`src/rtl/asq_pkg.sv`:
```
// Shared types and constants for the arpeggiator step sequencer.
// Depends on nothing; the top level and the checker import it.
`default_nettype none

package asq_pkg;

  localparam int PITCH_W     = 16;
  localparam int PITCH_OUT_W = 15;
  localparam int CHAN_W      = 4;
  localparam int COUNT_W     = 5;
  localparam int SEL_W       = 4;
  localparam int INDEX_W     = 4;
  localparam int CFG_INDEX_W = 2;
  localparam int CFG_DATA_W  = 4;
  localparam int OFFSET_W    = 4;

  // Output pitch is clamped to +/-10 V, in millivolts.
  localparam logic signed [PITCH_W-1:0] PITCH_HI = 16'sd10000;
  localparam logic signed [PITCH_W-1:0] PITCH_LO = -16'sd10000;

  typedef enum logic [1:0] {
    ACT_WRITE  = 2'd0,
    ACT_COUNT  = 2'd1,
    ACT_CLOCK  = 2'd2,
    ACT_UNPLUG = 2'd3
  } action_t;

  typedef enum logic [1:0] {
    PAT_RIGHT      = 2'd0,
    PAT_LEFT       = 2'd1,
    PAT_RIGHT_LEFT = 2'd2,
    PAT_LEFT_RIGHT = 2'd3
  } pattern_t;

  localparam logic [CFG_INDEX_W-1:0] REG_START_OFFSET   = 2'd0;
  localparam logic [CFG_INDEX_W-1:0] REG_PLAY_LAST_NOTE = 2'd1;
  localparam logic [CFG_INDEX_W-1:0] REG_USE_GATES      = 2'd2;

endpackage

`default_nettype wire

```
`src/rtl/arpeggiator_step_sequencer_unit.sv`:
```
// Top level of the arpeggiator step sequencer: control sequencer and state.
// Depends on asq_pkg, asq_ram (live and sequence stores) and asq_mod.
//
// Channel   | Handshake          | Payload
// ----------+--------------------+-------------------------------------------
// command   | start / busy       | action, channel, pitch_mv, gate_high,
//           |                    | channel_count, pattern_select
// result    | done (one cycle)   | pitch_out_mv, note_strobe, note_index,
//           |                    | end_of_cycle, running
// config    | cfg_we             | cfg_index, cfg_data
//
// A beat is taken at an edge with start high and busy low. Channel writes, count
// writes and unplug beats finish in that edge: done rises in the following cycle
// and busy never rises. A clock beat that plays a note inside a cycle goes
// through the play, read and write states; the bouncing patterns first wait for
// the iterative remainder unit to reduce the bounced note index. A restart runs
// a compaction pass over the live store, a fix-up step and the start-offset
// remainder before its result beat. When a played note ends the cycle, the
// restart follows its play, read and write states and that note's result comes
// at the end of the restart. Reset is synchronous and active high; both stores
// hold no reset value and need no clearing pass. The receiver cannot stall:
// each result is shown once.
`default_nettype none

module arpeggiator_step_sequencer_unit #(
  parameter int MAX_CHANNELS = 16,
  parameter int MAX_OFFSET   = 10
) (
  input  wire logic                                  clk,
  input  wire logic                                  rst,
  // command beats
  input  wire logic                                  start,
  output logic                                       busy,
  input  wire asq_pkg::action_t                      action,
  input  wire logic        [asq_pkg::CHAN_W-1:0]     channel,
  input  wire logic signed [asq_pkg::PITCH_W-1:0]    pitch_mv,
  input  wire logic                                  gate_high,
  input  wire logic        [asq_pkg::COUNT_W-1:0]    channel_count,
  input  wire logic        [asq_pkg::SEL_W-1:0]      pattern_select,
  // result beats
  output logic                                       done,
  output logic signed      [asq_pkg::PITCH_OUT_W-1:0] pitch_out_mv,
  output logic                                       note_strobe,
  output logic             [asq_pkg::INDEX_W-1:0]    note_index,
  output logic                                       end_of_cycle,
  output logic                                       running,
  // configuration writes
  input  wire logic                                  cfg_we,
  input  wire logic        [asq_pkg::CFG_INDEX_W-1:0] cfg_index,
  input  wire logic        [asq_pkg::CFG_DATA_W-1:0] cfg_data
);

  import asq_pkg::*;

  // Store address width, length width (holds the depth itself) and the width
  // of a pattern position, which covers the longest bouncing cycle.
  localparam int IDX_W = (MAX_CHANNELS > 1) ? $clog2(MAX_CHANNELS) : 1;
  localparam int LEN_W = $clog2(MAX_CHANNELS + 1);
  localparam int PW    = $clog2(2 * MAX_CHANNELS + MAX_OFFSET + 1);
  localparam int SW    = PW + 2;

  typedef enum logic [2:0] {
    S_IDLE,
    S_PLAY,
    S_MODP,
    S_RD,
    S_WR,
    S_COMPACT,
    S_FIXUP,
    S_MODR
  } state_t;

  state_t state;

  // Configuration registers.
  logic [OFFSET_W-1:0] start_offset;
  logic                play_last_note;
  logic                use_gates;

  // Block state.
  logic [MAX_CHANNELS-1:0]  live_gate;
  logic [LEN_W-1:0]         live_count;
  logic [LEN_W-1:0]         seq_length;
  pattern_t                 active_pattern;
  logic [PW-1:0]            position;
  logic [PW-1:0]            end_position;
  logic                     is_running;
  logic                     eoc_pending;
  logic signed [PITCH_OUT_W-1:0] held_pitch;

  // Working registers of one beat.
  pattern_t         sel_q;
  logic             fin_q;
  logic [IDX_W-1:0] idx_q;
  logic [LEN_W-1:0] p;
  logic [LEN_W-1:0] n;
  logic             pend;
  logic             mod_start;
  logic [PW-1:0]    mod_a;
  logic [LEN_W-1:0] mod_b;
  logic             mod_done;
  logic [LEN_W-1:0] mod_rem;

  // Store ports.
  logic                    live_we;
  logic signed [PITCH_W-1:0] live_rdata;
  logic                    seq_we;
  logic [IDX_W-1:0]        seq_waddr;
  logic signed [PITCH_W-1:0] seq_wdata;
  logic signed [PITCH_W-1:0] seq_rdata;

  // Combinational helpers.
  logic                    accept;
  logic                    chan_ok;
  logic [LEN_W-1:0]        count_sat;
  pattern_t                sel_in;
  logic [PW-1:0]           off_sat;
  logic [LEN_W-1:0]        mag;
  logic signed [SW-1:0]    mag_s;
  logic signed [SW-1:0]    pos_s;
  logic signed [SW-1:0]    d1;
  logic signed [SW-1:0]    a1;
  logic signed [SW-1:0]    d2;
  logic signed [SW-1:0]    a2;
  logic [PW-1:0]           bounce_a;
  logic                    fin;
  logic [LEN_W-1:0]        n_fix;
  logic                    take;
  logic [PW-1:0]           e_base;
  logic [PW-1:0]           e_off;
  logic [PW-1:0]           e_end;
  logic signed [PITCH_OUT_W-1:0] clamped;

  assign busy         = (state != S_IDLE);
  assign accept       = start && !busy;
  assign pitch_out_mv = held_pitch;
  assign running      = is_running;

  always_comb begin
    chan_ok   = (32'(channel) < MAX_CHANNELS);
    count_sat = (32'(channel_count) > MAX_CHANNELS) ? LEN_W'(MAX_CHANNELS)
                                                    : LEN_W'(channel_count);
    sel_in    = (pattern_select <= SEL_W'(3)) ? pattern_t'(pattern_select[1:0])
                                              : PAT_RIGHT;
    off_sat   = (32'(start_offset) > MAX_OFFSET) ? PW'(MAX_OFFSET) : PW'(start_offset);
  end

  // Note index of the bouncing patterns, before the final remainder:
  // right-left folds the position twice about the top note, left-right once.
  always_comb begin
    mag      = seq_length - 1'b1;
    mag_s    = SW'(mag);
    pos_s    = SW'(position);
    d1       = mag_s - pos_s;
    a1       = (d1 < 0) ? -d1 : d1;
    d2       = mag_s - a1;
    a2       = (d2 < 0) ? -d2 : d2;
    bounce_a = (active_pattern == PAT_RIGHT_LEFT) ? PW'(a2) : PW'(a1);
  end

  always_comb begin
    unique case (active_pattern)
      PAT_RIGHT: fin = (position >= PW'(mag));
      PAT_LEFT:  fin = (position == '0);
      default:   fin = (position == end_position);
    endcase
  end

  // Restart bookkeeping: an empty selection becomes a single 0 mV note, and the
  // bouncing patterns get their end step from the length, offset and last-note flag.
  always_comb begin
    n_fix  = (n == '0) ? LEN_W'(1) : n;
    take   = !use_gates || live_gate[p[IDX_W-1:0]];
    e_base = (32'(n) < 2) ? PW'(1) : (PW'({n, 1'b0}) - PW'(3));
    if (e_base < off_sat) begin
      e_off = off_sat;
    end else if (off_sat != '0) begin
      e_off = e_base + 1'b1;
    end else begin
      e_off = e_base;
    end
    e_end = e_off + PW'(play_last_note);
  end

  always_comb begin
    if (seq_rdata > PITCH_HI) begin
      clamped = PITCH_OUT_W'(PITCH_HI);
    end else if (seq_rdata < PITCH_LO) begin
      clamped = PITCH_OUT_W'(PITCH_LO);
    end else begin
      clamped = PITCH_OUT_W'(seq_rdata);
    end
  end

  // Store write ports. The live store is written only between beats and the
  // sequence store only during a restart, so reads and writes never overlap.
  always_comb begin
    live_we   = accept && (action == ACT_WRITE) && chan_ok;
    seq_we    = ((state == S_COMPACT) && pend) || ((state == S_FIXUP) && (n == '0));
    seq_waddr = n[IDX_W-1:0];
    seq_wdata = (state == S_FIXUP) ? '0 : live_rdata;
  end

  asq_ram #(
    .DEPTH (MAX_CHANNELS),
    .WIDTH (PITCH_W),
    .AW    (IDX_W)
  ) u_live (
    .clk   (clk),
    .we    (live_we),
    .waddr (IDX_W'(channel)),
    .wdata (pitch_mv),
    .raddr (p[IDX_W-1:0]),
    .rdata (live_rdata)
  );

  asq_ram #(
    .DEPTH (MAX_CHANNELS),
    .WIDTH (PITCH_W),
    .AW    (IDX_W)
  ) u_seq (
    .clk   (clk),
    .we    (seq_we),
    .waddr (seq_waddr),
    .wdata (seq_wdata),
    .raddr (idx_q),
    .rdata (seq_rdata)
  );

  asq_mod #(
    .DW (PW),
    .BW (LEN_W)
  ) u_mod (
    .clk      (clk),
    .rst      (rst),
    .start    (mod_start),
    .dividend (mod_a),
    .divisor  (mod_b),
    .done     (mod_done),
    .rem      (mod_rem)
  );

  always_ff @(posedge clk) begin
    if (rst) begin
      state          <= S_IDLE;
      done           <= 1'b0;
      note_strobe    <= 1'b0;
      note_index     <= '0;
      end_of_cycle   <= 1'b0;
      start_offset   <= '0;
      play_last_note <= 1'b0;
      use_gates      <= 1'b0;
      live_gate      <= '0;
      live_count     <= '0;
      seq_length     <= LEN_W'(1);
      active_pattern <= PAT_RIGHT;
      position       <= '0;
      end_position   <= '0;
      is_running     <= 1'b0;
      eoc_pending    <= 1'b0;
      held_pitch     <= '0;
      mod_start      <= 1'b0;
      pend           <= 1'b0;
    end else begin
      done      <= 1'b0;
      mod_start <= 1'b0;

      if (cfg_we) begin
        unique case (cfg_index)
          REG_START_OFFSET:   start_offset   <= cfg_data;
          REG_PLAY_LAST_NOTE: play_last_note <= cfg_data[0];
          REG_USE_GATES:      use_gates      <= cfg_data[0];
          default: ;
        endcase
      end

      unique case (state)
        S_IDLE: begin
          if (accept) begin
            note_strobe  <= 1'b0;
            note_index   <= '0;
            end_of_cycle <= 1'b0;
            unique case (action)
              ACT_WRITE: begin
                if (chan_ok) begin
                  live_gate[IDX_W'(channel)] <= gate_high;
                end
                done <= 1'b1;
              end
              ACT_COUNT: begin
                live_count <= count_sat;
                done       <= 1'b1;
              end
              ACT_UNPLUG: begin
                is_running <= 1'b0;
                done       <= 1'b1;
              end
              ACT_CLOCK: begin
                end_of_cycle <= eoc_pending;
                eoc_pending  <= 1'b0;
                sel_q        <= sel_in;
                if (is_running) begin
                  state <= S_PLAY;
                end else begin
                  p     <= '0;
                  n     <= '0;
                  pend  <= 1'b0;
                  state <= S_COMPACT;
                end
              end
            endcase
          end
        end

        S_PLAY: begin
          fin_q <= fin;
          if ((active_pattern == PAT_RIGHT) || (active_pattern == PAT_LEFT)) begin
            idx_q <= IDX_W'(position);
            state <= S_RD;
          end else begin
            mod_start <= 1'b1;
            mod_a     <= bounce_a;
            mod_b     <= seq_length;
            state     <= S_MODP;
          end
        end

        S_MODP: begin
          if (mod_done) begin
            idx_q <= mod_rem[IDX_W-1:0];
            state <= S_RD;
          end
        end

        // The sequence store registers its read data during this cycle.
        S_RD: begin
          state <= S_WR;
        end

        S_WR: begin
          held_pitch  <= clamped;
          note_strobe <= 1'b1;
          note_index  <= INDEX_W'(idx_q);
          if (active_pattern == PAT_LEFT) begin
            position <= position - 1'b1;
          end else begin
            position <= position + 1'b1;
          end
          if (fin_q) begin
            eoc_pending <= 1'b1;
            p           <= '0;
            n           <= '0;
            pend        <= 1'b0;
            state       <= S_COMPACT;
          end else begin
            done  <= 1'b1;
            state <= S_IDLE;
          end
        end

        // One live channel is read per cycle; a selected one is appended to the
        // sequence store the cycle after, when its pitch comes out of the RAM.
        S_COMPACT: begin
          if (pend) begin
            n <= n + 1'b1;
          end
          if (p < live_count) begin
            pend <= take;
            p    <= p + 1'b1;
          end else begin
            pend <= 1'b0;
            if (!pend) begin
              state <= S_FIXUP;
            end
          end
        end

        S_FIXUP: begin
          n         <= n_fix;
          mod_start <= 1'b1;
          mod_a     <= off_sat;
          mod_b     <= n_fix;
          state     <= S_MODR;
        end

        S_MODR: begin
          if (mod_done) begin
            seq_length     <= n;
            active_pattern <= sel_q;
            is_running     <= 1'b1;
            unique case (sel_q)
              PAT_RIGHT: begin
                position     <= PW'(mod_rem);
                end_position <= PW'(n - 1'b1);
              end
              PAT_LEFT: begin
                position     <= PW'(n - 1'b1 - mod_rem);
                end_position <= '0;
              end
              default: begin
                position     <= off_sat;
                end_position <= e_end;
              end
            endcase
            done  <= 1'b1;
            state <= S_IDLE;
          end
        end

        default: begin
          state <= S_IDLE;
        end
      endcase
    end
  end

endmodule

`default_nettype wire

```
`src/rtl/asq_ram.sv`:
```
// Simple dual-port synchronous RAM: one write port, one registered read port.
// Used for the live chord store and the sequence store; no package needed.
`default_nettype none

module asq_ram #(
  parameter int DEPTH = 16,
  parameter int WIDTH = 16,
  parameter int AW    = 4
) (
  input  wire logic             clk,
  input  wire logic             we,
  input  wire logic [AW-1:0]    waddr,
  input  wire logic [WIDTH-1:0] wdata,
  input  wire logic [AW-1:0]    raddr,
  output logic      [WIDTH-1:0] rdata
);

  logic [WIDTH-1:0] mem [DEPTH];

  always_ff @(posedge clk) begin
    if (we) begin
      mem[waddr] <= wdata;
    end
  end

  // Read data is registered; an address past the depth reads unknown data.
  always_ff @(posedge clk) begin
    rdata <= mem[raddr];
  end

endmodule

`default_nettype wire

```
`src/rtl/asq_mod.sv`:
```
// Iterative remainder unit: one restoring shift-subtract step per cycle.
// Used for the start offset and the bounced note index; no package needed.
`default_nettype none

module asq_mod #(
  parameter int DW = 6,
  parameter int BW = 5
) (
  input  wire logic          clk,
  input  wire logic          rst,
  input  wire logic          start,
  input  wire logic [DW-1:0] dividend,
  input  wire logic [BW-1:0] divisor,
  output logic               done,
  output logic      [BW-1:0] rem
);

  localparam int CW = $clog2(DW + 1);

  logic          active;
  logic [CW-1:0] cnt;
  logic [DW-1:0] quo;
  logic [BW-1:0] div;
  logic [BW:0]   trial;
  logic [BW:0]   rem_next;

  // The partial remainder stays below the divisor, so the trial fits BW+1 bits.
  always_comb begin
    trial    = {rem, quo[DW-1]};
    rem_next = (trial >= {1'b0, div}) ? (trial - {1'b0, div}) : trial;
  end

  always_ff @(posedge clk) begin
    if (rst) begin
      active <= 1'b0;
      done   <= 1'b0;
    end else begin
      done <= 1'b0;
      if (start) begin
        active <= 1'b1;
        cnt    <= CW'(DW);
        quo    <= dividend;
        div    <= divisor;
        rem    <= '0;
      end else if (active) begin
        rem <= rem_next[BW-1:0];
        quo <= quo << 1;
        cnt <= cnt - 1'b1;
        if (cnt == CW'(1)) begin
          active <= 1'b0;
          done   <= 1'b1;
        end
      end
    end
  end

endmodule

`default_nettype wire

```
`config.mk`:
```
export PLATFORM = sky130hd
export DESIGN_NAME = arpeggiator_step_sequencer_unit
export DESIGN_NICKNAME = d
export VERILOG_FILES = /design/src/rtl/asq_pkg.sv /design/src/rtl/arpeggiator_step_sequencer_unit.sv /design/src/rtl/asq_ram.sv /design/src/rtl/asq_mod.sv
export SDC_FILE = /design/constraint.sdc
export NUM_CORES = 1
export LEC_CHECK = 0
export BUFFER_PORTS_ARGS = -buffer_cell sky130_fd_sc_hd__buf_2
export CORE_MARGIN = 4
export CORE_UTILIZATION = 25
export CTS_BUF_LIST = sky130_fd_sc_hd__clkbuf_8 sky130_fd_sc_hd__clkbuf_16
export DETAILED_ROUTE_END_ITERATION = 10
export SLEW_MARGIN = 20
export SYNTH_ARGS = -nofsm -noshare
export SYNTH_HDL_FRONTEND = slang
export SYNTH_SLANG_ARGS = --single-unit
export TNS_END_PERCENT = 30
```
`constraint.sdc`:
```
create_clock -name clk -period 5.3 [get_ports clk]
set_input_delay 0.795 -clock clk [delete_from_list [all_inputs] [get_ports clk]]
set_output_delay 0.795 -clock clk [all_outputs]
set_load 0.03 [all_outputs]
```
==> results of run 1 <==
-- power by group --
| part | leakage [nW] | internal, W | switching, W | total, W |
|---|---|---|---|---|
| sequential | 5.93 | 0.00631 | 0.000271 | 0.00658 |
| combinational | 3.40 | 0.00147 | 0.00229 | 0.00376 |
| clock | 1.23 | 0.00280 | 0.00203 | 0.00483 |
| total | 10.6 | 0.0106 | 0.00460 | 0.0152 |
-- final timing paths --
check                             start                     end  slack, ps
max          seq_length[0]$_SDFFE_PP1P_      mod_a[2]$_DFFE_PP_        720
min                  mod_b[2]$_DFFE_PP_  u_mod.div[2]$_DFFE_PP_        420
max reg2reg  seq_length[0]$_SDFFE_PP1P_      mod_a[2]$_DFFE_PP_        720
min reg2reg          mod_b[2]$_DFFE_PP_  u_mod.div[2]$_DFFE_PP_        420
-- area by class of cell --
type	instances	area share (%)
flip-flops and latches	668	58.6
multi-input cells	883	25.9
clock buffers	79	6.01
well taps	1488	5.76
repair buffers	106	2.00
clock inverters	56	1.13
inverters	51	0.592
diodes	3	0.0232
-- layout by cell type, fill, tap and decap left out, drive strengths merged, types with 30 or more instances in the layout --
cell type	instances
inv	74
ha	45
dfxtp	109
and2	37
clkbuf	79
edfxtp	559
mux4	165
o21ai	61
clkinv	30
nand2	94
nor2	117
a21oi	81
buf	106
-- critical path, delay by kind of cell, from the launching register on --
kind	cells	cell delay, ps
buf+inv	1	90
compound gates	5	1330
simple gates	6	1260
xor+xnor	2	390
flops	1	450
fa+ha+maj	3	900
-- per-layer routing --
| metal | global-route usage, % | share of wire, % | vias up |
|---|---|---|---|
| li1 | - | - | 6792 |
| met2 | 19.4 | 50 | 456 |
| met1 | 14.5 | 42 | 7868 |
| met5 | 0 | 0.042 | - |
| met4 | 2.67 | 2.0 | 4 |
| met3 | 2.05 | 5.7 | 122 |
-- state kept, by name, indices dropped and copies added, names as in the netlist, 5 cells and up --
signal        cells
live_count        5
u_live.mem      256
u_mod.quo         6
seq_length        5
u_mod.div         5
u_seq.mem       256
position          6
p                 5
end_position      6
pitch_out_mv     15
u_seq.rdata      16
u_live.rdata     16
live_gate        16
n                 5
mod_b             5
u_mod.rem         5
mod_a             6
-- through the flow --
stage	area, µm²	setup WS, ps	power (W)	hold slack, ps	instances
finish	32300	720	0.0152	421	3334
global route	32300	409	0.0159	425	3331
CTS	32300	795	0.0153	402	3331
detailed placement	30000	842	0.0104	409	3196
global placement	30000	991	0.0103	404	3196
floorplan	27800	1450	0.00932	400	1685
-- cells by family after synthesis --
| kind of cell | synth area share, % |
|---|---|
| DFF | 68.2 |
| AOI/OAI and AO/OA | 5.27 |
| xor gates and xnor gates | 1.48 |
| adders and majority gates | 2.38 |
| muxes | 14.1 |
| and+or+nand+nor | 6.60 |
| buffers and inverters | 1.94 |
==> impl_metrics.yaml, run 1 <==
timing:
  rsz0062_at_grt: "no"
  worstMarginPinSlew_ps: 1080
  slew_viol_final: 0
  min_period_over_period_pct: 86.4
  period_needed_ps: 4580
  slew_headroom_pct: 27.8
  skew_ps: 22.7
  final-hold-violation-count: 0
  finalSetupViolCount: 0
  finalSetupTns_ps: 0
  timing.fmax_mhz: 218
grt:
  grtUsageTotal_pct: 11.2
  grt_antenna_before_repair: 10
  grt_overflow: 0
  grt_pass1_wl_um: 99800
  grt_pass1_vias: 15800
  grt_max_degree: 71
logic_synthesis:
  netlist_area_um2: 27800
  synth_area_leaders: "edfxtp_1, mux4_2, dfxtp_1"
  synth_top_area_share_pct: 60.4
  synth-seq-cells: 668
  postSynthCellCount: 1685
  async_flop_share_pct: 0
  synth_edf_count: 559
  synth-seq-area-share_pct: 68.2
  synth_largest_area_cell: "edfxtp_1"
  synth_ff_type: "edfxtp_1"
  yosysWarnings: 0
  synth_most_common_cell: "edfxtp_1"
  synth_area_per_cell_um2: 16.5
  synth_commonest_cells: "edfxtp_1, mux4_2, nor2_1"
  synth_cell_types: 75
  synth.net_count: 1777
power_and_ir_drop:
  power_leakage_nw: 10.6
  p_per_area_nw_per_um2: 469
  max-vdd-ir-drop_v: 0.000220
die:
  die-area_um2: 117000
  core_region_area_um2: 111000
  die_w_um: 342
  dieHeight_um: 342
  start_util_pct: 25.2
  ioPinCount: 66
  fp-row-count: 122
detailed_routing:
  via_count: 15200
  drt_iter0_markers: 1324
  via_per_inst: 4.57
  remaining_drc_errors: 0
  finalWirelength_um: 66100
  wl_per_cell_um: 19.8
  drtAntennaViolNets: 0
  dr.pass1.iters: 6
layout:
  drive_gt1_share_pct: 22.8
  regArea_um2: 19000
  multi_input_area_um2: 8370
  final_util_pct: 29.3
  area_delta_synth_final_pct: 16.3
  nNetsFinal: 1875
  nFillCells: 11000
placed_design:
  hpwl_um: 40500
  numPortBuffers: 65
  gp_congestion: 0.833
critical_path:
  path_cells: "inv_1, ha_1, nand2_1, xnor2_1, ha_1, nor2b_1, a21oi_1, nor2b_1, xor2_1, ha_1, a21oi_1, nand2_1, a21o_1, a21oi_1, a221oi_4, or4_1, nand4_1"
  crit_type: "reg2reg"
  end_kind: "flip-flop"
  r2r_cells: 17
  startpoint_type: "flip-flop"
  crit_arrival_ps: 5040
  cp_slowest_stage_delay_ps: 520
  slowest_stage: "or4_1"
  cp_max_fo: 7
  cp.required_ps: 5760
clock_tree:
  cts_made_buffers: 73
  clk_path_buf_depth: 3
  cts_setup_buffers: 0
  clockRootBuffer: "clkbuf_16"
  numClockSinks: 668
  hold_buffers: 0
  cts_resized: 0
  path_clk_slew_ps: 60
  htreeDepth: 3
  insertion_delay_ps: 610
  cts_tree: "yes"
worst_hold_path:
  worstHoldPathType: "reg2reg"
  hold_depth: 0
status:
  status: "complete, no violations"
job:
  max-cap-violations: 0
Power figures use the tool's default switching activity.
==> inputs of run 2 (changes only) <==
Settings changed: RECOVER_POWER from default to 25.
==> run 2 against run 1 <==
Compared with the run above: total power about the same; critical path depth unchanged; non-clock buffer count unchanged; highest routed layer unchanged; sequential share of layout area up 0.068 points; the run now ends with capacitance limit, slew limit left; first-iteration DRC count up 1.8%; critical endpoint unchanged.
==> impl_metrics.yaml, run 2 (synthesized netlist as in run 1, its figures left out) <==
status:
  status: "finished with violations"
  failed_checks: "capacitance limit, slew limit"
critical_path:
  r2r-start: "seq_length[0]$_SDFFE_PP1P_"
  crit_type: "reg2reg"
  worst-path-buf-inv: 1
  cp_slowest_stage_delay_ps: 520
  startpoint_type: "flip-flop"
  slowest_stage: "or4_1"
  r2r_slack_ps: 730
  critPathTopFamily: "compound AO/OA/AOI/OAI gates"
  crit_arrival_ps: 5030
  cp.required_ps: 5760
  cp_num_cells: 17
  r2r_cells: 17
  path_cells: "inv_1, ha_1, nand2_1, xnor2_1, ha_1, nor2b_1, a21oi_1, nor2b_1, xor2_1, ha_1, a21oi_1, nand2_1, a21o_1, a21oi_1, a221oi_4, or4_1, nand4_1"
  reg2reg_to: "mod_a[2]$_DFFE_PP_"
  cp_max_fo: 7
  end_kind: "flip-flop"
timing:
  period_needed_ps: 4570
  slew_viol_final: 85
  finalSetupTns_ps: 0
  hold_ws_ps: 421
  rsz0062_at_grt: "no"
  timing.fmax_mhz: 219
  slew_headroom_pct: -48.5
  finalSetupViolCount: 0
  skew_ps: 24.0
  min_period_over_period_pct: 86.3
  worstMarginPinSlew_ps: 2230
  final-hold-violation-count: 0
grt:
  grt_pass1_wl_um: 99800
  grt_max_degree: 71
  grt_overflow: 0
  grtUsageTotal_pct: 11.2
  grt_antenna_before_repair: 10
  grt_pass1_vias: 15800
clock_tree:
  hold_buffers: 0
  numClockSinks: 668
  cts_tree: "yes"
  path_clk_slew_ps: 60
  htreeDepth: 3
  cts_resized: 0
  cts_setup_buffers: 0
  clk_path_buf_depth: 3
  insertion_delay_ps: 610
  cts_made_buffers: 73
  clockRootBuffer: "clkbuf_16"
job:
  max-cap-violations: 2
die:
  dieHeight_um: 342
  core_region_area_um2: 111000
  die_w_um: 342
  start_util_pct: 25.2
  fp-row-count: 122
  ioPinCount: 66
  die-area_um2: 117000
placed_design:
  placed_cells: 3196
  numPortBuffers: 65
  gp_congestion: 0.833
  hpwl_um: 40500
power_and_ir_drop:
  intPower_w: 0.0106
  switching_share_pct: 30.3
  clkPwrFrac_pct: 31.9
  seqPwrFrac_pct: 43.4
  max-vdd-ir-drop_v: 0.000220
  netSwitchingPower_w: 0.00460
  p_comb_share_pct: 24.7
  power_leakage_nw: 10.5
  p_per_area_nw_per_um2: 469
layout:
  final_common_cell: "edfxtp_1"
  final_cells: 3334
  final_util_pct: 29.2
  nFillCells: 11000
  nNetsFinal: 1875
  drive_gt1_share_pct: 21.4
  multi_input_area_um2: 8360
  layout_common_cells: "edfxtp_1, mux4_2, dfxtp_1"
  reg_top3: "u_live.mem: 256 flops, u_seq.mem: 256 flops"
  regArea_um2: 19000
  area_delta_synth_final_pct: 16.2
detailed_routing:
  drtAntennaViolNets: 0
  remaining_drc_errors: 0
  via_count: 15200
  dr.pass1.iters: 7
  finalWirelength_um: 66100
  via_per_inst: 4.57
  drt_iter0_markers: 1348
  wl_per_cell_um: 19.8
worst_hold_path:
  hold_end: "u_mod.div[2]$_DFFE_PP_"
  worstHoldPathType: "reg2reg"
  min_from: "mod_b[2]$_DFFE_PP_"
  hold_depth: 0
## run 2: cell type report
type / instances / area share, %
clock buffer: 79 / 6.01
sequential: 668 / 58.7
multi-input combinational: 883 / 25.9
tap: 1488 / 5.76
clock inverter: 56 / 1.13
timing repair buffer: 106 / 1.89
antenna: 3 / 0.0232
inverter: 51 / 0.592
## run 2: worst max path at each step
stage | to | slack (ps) | startpoint
after floorplan | mod_a[2]$_DFFE_PP_ | 1450 | seq_length[0]$_SDFFE_PP1P_
after global placement | mod_a[2]$_DFFE_PP_ | 990 | seq_length[0]$_SDFFE_PP1P_
after detailed placement | mod_a[2]$_DFFE_PP_ | 840 | seq_length[0]$_SDFFE_PP1P_
after CTS | mod_a[2]$_DFFE_PP_ | 790 | seq_length[0]$_SDFFE_PP1P_
after global routing | mod_a[2]$_DFFE_PP_ | 410 | seq_length[0]$_SDFFE_PP1P_
final | mod_a[2]$_DFFE_PP_ | 730 | seq_length[0]$_SDFFE_PP1P_
## run 2: worst reg2reg max path: stages, from the launching register on
cell and delay (ps):
dfxtp_1 450, inv_1 90, ha_1 230, nand2_1 80, xnor2_1 190, ha_1 350
nor2b_1 180, a21oi_1 440, nor2b_1 240, xor2_1 200, ha_1 320, a21oi_1 180
nand2_1 130, a21o_1 200, a21oi_1 410, a221oi_4 100, or4_1 520, nand4_1 110
## run 2: power by group through the flow
| stage | combinational (W) | clock, W | sequential (W) |
|---|---|---|---|
| 2_1_floorplan | 0.00275 | 0 | 0.00657 |
| 3_3_place_gp | 0.00357 | 0 | 0.00668 |
| 3_5_place_dp | 0.00374 | 0 | 0.00669 |
| 4_1_cts | 0.00375 | 0.00494 | 0.00658 |
| 5_1_grt | 0.00408 | 0.00519 | 0.00661 |
| 6_report | 0.00375 | 0.00483 | 0.00658 |
## run 2: through the flow
step	power [W]	worst slack (ps)	area (µm²)
final	0.0152	726	32300
after global routing	0.0159	409	32300
after CTS	0.0153	795	32300
after detailed placement	0.0104	842	30000
after global placement	0.0103	991	30000
after floorplan	0.00932	1450	27800
## run 2: per-layer routing
metal | GRT usage (%) | vias to the layer above | wire, µm
li1 | - | 6798 | -
met1 | 14.5 | 7890 | 28000
met2 | 19.4 | 419 | 33300
met3 | 2.05 | 116 | 3490
met4 | 2.67 | 4 | 1250
met5 | 0 | - | 28
==> inputs of run 3 (changes only) <==
Settings changed: CAP_MARGIN from default to 20, CORE_MARGIN 4 to 3.
==> run 3 against run 2 <==
Compared with the run above: the run still ends with capacitance limit, slew limit left; clock-buffer cell count is 3 higher; clock skew grew 7.6 ps; global-route usage rose by 0.076 points; sequential share of layout area about the same; non-clock buffer count up 4; critical path depth is the same; final area barely moved; worst setup slack improved by 130 ps; critical endpoint unchanged.
==> impl_metrics.yaml, run 3 (synthesized netlist as in run 1, its figures left out) <==
status:
  status: "finished with violations"
  failed_checks: "capacitance limit, slew limit"
timing:
  skew_ps: 31.6
  hold_ws_ps: 396
  period_needed_ps: 4440
  slew_viol_final: 141
  min_period_over_period_pct: 83.8
  slew_headroom_pct: -41.4
  finalSetupTns_ps: 0
  finalSetupViolCount: 0
  worstMarginPinSlew_ps: 2120
  rsz0062_at_grt: "no"
  timing.fmax_mhz: 225
  final-hold-violation-count: 0
critical_path:
  cp_max_fo: 7
  reg2reg_to: "mod_a[2]$_DFFE_PP_"
  worst-path-buf-inv: 1
  slowest_stage: "or4_1"
  r2r_cells: 17
  critPathTopFamily: "compound AO/OA/AOI/OAI gates"
  path_cells: "inv_1, ha_1, nand2_1, xnor2_1, ha_1, nor2b_1, a21oi_1, nor2b_1, xor2_1, ha_1, a21oi_1, nand2_1, a21o_1, a21oi_1, a221oi_4, or4_1, nand4_1"
  cp_slowest_stage_delay_ps: 490
  r2r_slack_ps: 860
  end_kind: "flip-flop"
  cp.required_ps: 5740
  crit_type: "reg2reg"
  startpoint_type: "flip-flop"
  crit_arrival_ps: 4880
  r2r-start: "seq_length[0]$_SDFFE_PP1P_"
power_and_ir_drop:
  p_comb_share_pct: 24.6
  clkPwrFrac_pct: 31.6
  seqPwrFrac_pct: 43.8
  intPower_w: 0.0105
  p_per_area_nw_per_um2: 465
  switching_share_pct: 30.2
  max-vdd-ir-drop_v: 0.000268
  netSwitchingPower_w: 0.00454
  power_leakage_nw: 10.4
placed_design:
  hpwl_um: 40900
  numPortBuffers: 65
  gp_congestion: 0.883
die:
  die_w_um: 340
  fp-row-count: 121
  dieHeight_um: 340
  die-area_um2: 115000
  ioPinCount: 66
  start_util_pct: 25.4
  core_region_area_um2: 110000
layout:
  final_common_cell: "edfxtp_1"
  area_delta_synth_final_pct: 16.2
  nFillCells: 10800
  reg_top3: "u_live.mem: 256 flops, u_seq.mem: 256 flops"
  nNetsFinal: 1877
  regArea_um2: 19000
  layout_common_cells: "edfxtp_1, mux4_2, dfxtp_1"
  drive_gt1_share_pct: 21.1
  multi_input_area_um2: 8360
worst_hold_path:
  hold_end: "u_mod.div[2]$_DFFE_PP_"
  hold_depth: 0
  worstHoldPathType: "reg2reg"
  min_from: "mod_b[2]$_DFFE_PP_"
detailed_routing:
  via_count: 15200
  via_per_inst: 4.58
  wl_per_cell_um: 19.8
  finalWirelength_um: 65700
  dr.pass1.iters: 6
  drtAntennaViolNets: 0
  remaining_drc_errors: 0
  drt_iter0_markers: 1352
grt:
  grt_pass1_vias: 15600
  grt_max_degree: 71
  grtUsageTotal_pct: 11.2
  grt_pass1_wl_um: 99300
  grt_antenna_before_repair: 7
  grt_overflow: 0
clock_tree:
  htreeDepth: 3
  cts_tree: "yes"
  clockRootBuffer: "clkbuf_16"
  cts_made_buffers: 71
  insertion_delay_ps: 600
  cts_resized: 0
  cts_setup_buffers: 0
  path_clk_slew_ps: 60
  hold_buffers: 0
  clk_path_buf_depth: 3
  numClockSinks: 668
job:
  max-cap-violations: 3
run 3: cell types whose count changed in the layout (fill, tap and decap cells not counted), sizes merged:
cell / change
bufinv: -2
diode: +1
inv: -1
clkbuf: +12
buf: -5
clkinvlp: +3
clkinv: -6
run 3: cell type report:
cell class	count	area share, %
antenna	4	0.0310
clock buffer	82	6.04
clock inverter	50	1.09
inverter	51	0.592
multi-input combinational	883	25.9
sequential	668	58.7
tap	1476	5.71
timing repair buffer	110	1.98
run 3: worst max path at each step:
| stage | from | end | cells past startpoint |
|---|---|---|---|
| CTS | seq_length[0]$_SDFFE_PP1P_ | mod_a[2]$_DFFE_PP_ | 17 |
| global placement | seq_length[0]$_SDFFE_PP1P_ | mod_a[2]$_DFFE_PP_ | 17 |
| floorplan | seq_length[0]$_SDFFE_PP1P_ | mod_a[2]$_DFFE_PP_ | 16 |
| global route | seq_length[0]$_SDFFE_PP1P_ | mod_a[5]$_SDFFCE_PP0P_ | 17 |
| finish | seq_length[0]$_SDFFE_PP1P_ | mod_a[2]$_DFFE_PP_ | 17 |
| detailed placement | seq_length[0]$_SDFFE_PP1P_ | mod_a[2]$_DFFE_PP_ | 17 |
run 3: layer usage:
| layer | global-route usage (%) | wire length [µm] | vias to the layer above |
|---|---|---|---|
| met1 | 14.6 | 27900 | 7904 |
| met4 | 3.26 | 1230 | 2 |
| met3 | 2.10 | 3490 | 78 |
| li1 | - | - | 6792 |
| met5 | 0 | 7 | - |
| met2 | 19.1 | 33000 | 445 |
run 3: per-stage QoR:
step | instance area [µm²] | cells | setup WS, ps | util (%) | power, W
6_report | 32300 | 3324 | 859 | 29.5 | 0.0150
5_1_grt | 32300 | 3320 | 537 | 29.5 | 0.0158
4_1_cts | 32300 | 3319 | 858 | 29.5 | 0.0151
3_5_place_dp | 30000 | 3187 | 910 | 27.4 | 0.0104
3_3_place_gp | 30000 | 3186 | 951 | 27.4 | 0.0103
2_1_floorplan | 27800 | 1685 | 1450 | - | 0.00932
run 3: power groups by stage:
stage          sequential (W)  clock [W]  combinational [W]
2_1_floorplan         0.00657          0            0.00275
3_3_place_gp          0.00668          0            0.00357
3_5_place_dp          0.00669          0            0.00367
4_1_cts               0.00657    0.00488            0.00369
5_1_grt               0.00661    0.00510            0.00406
6_report              0.00658    0.00475            0.00369
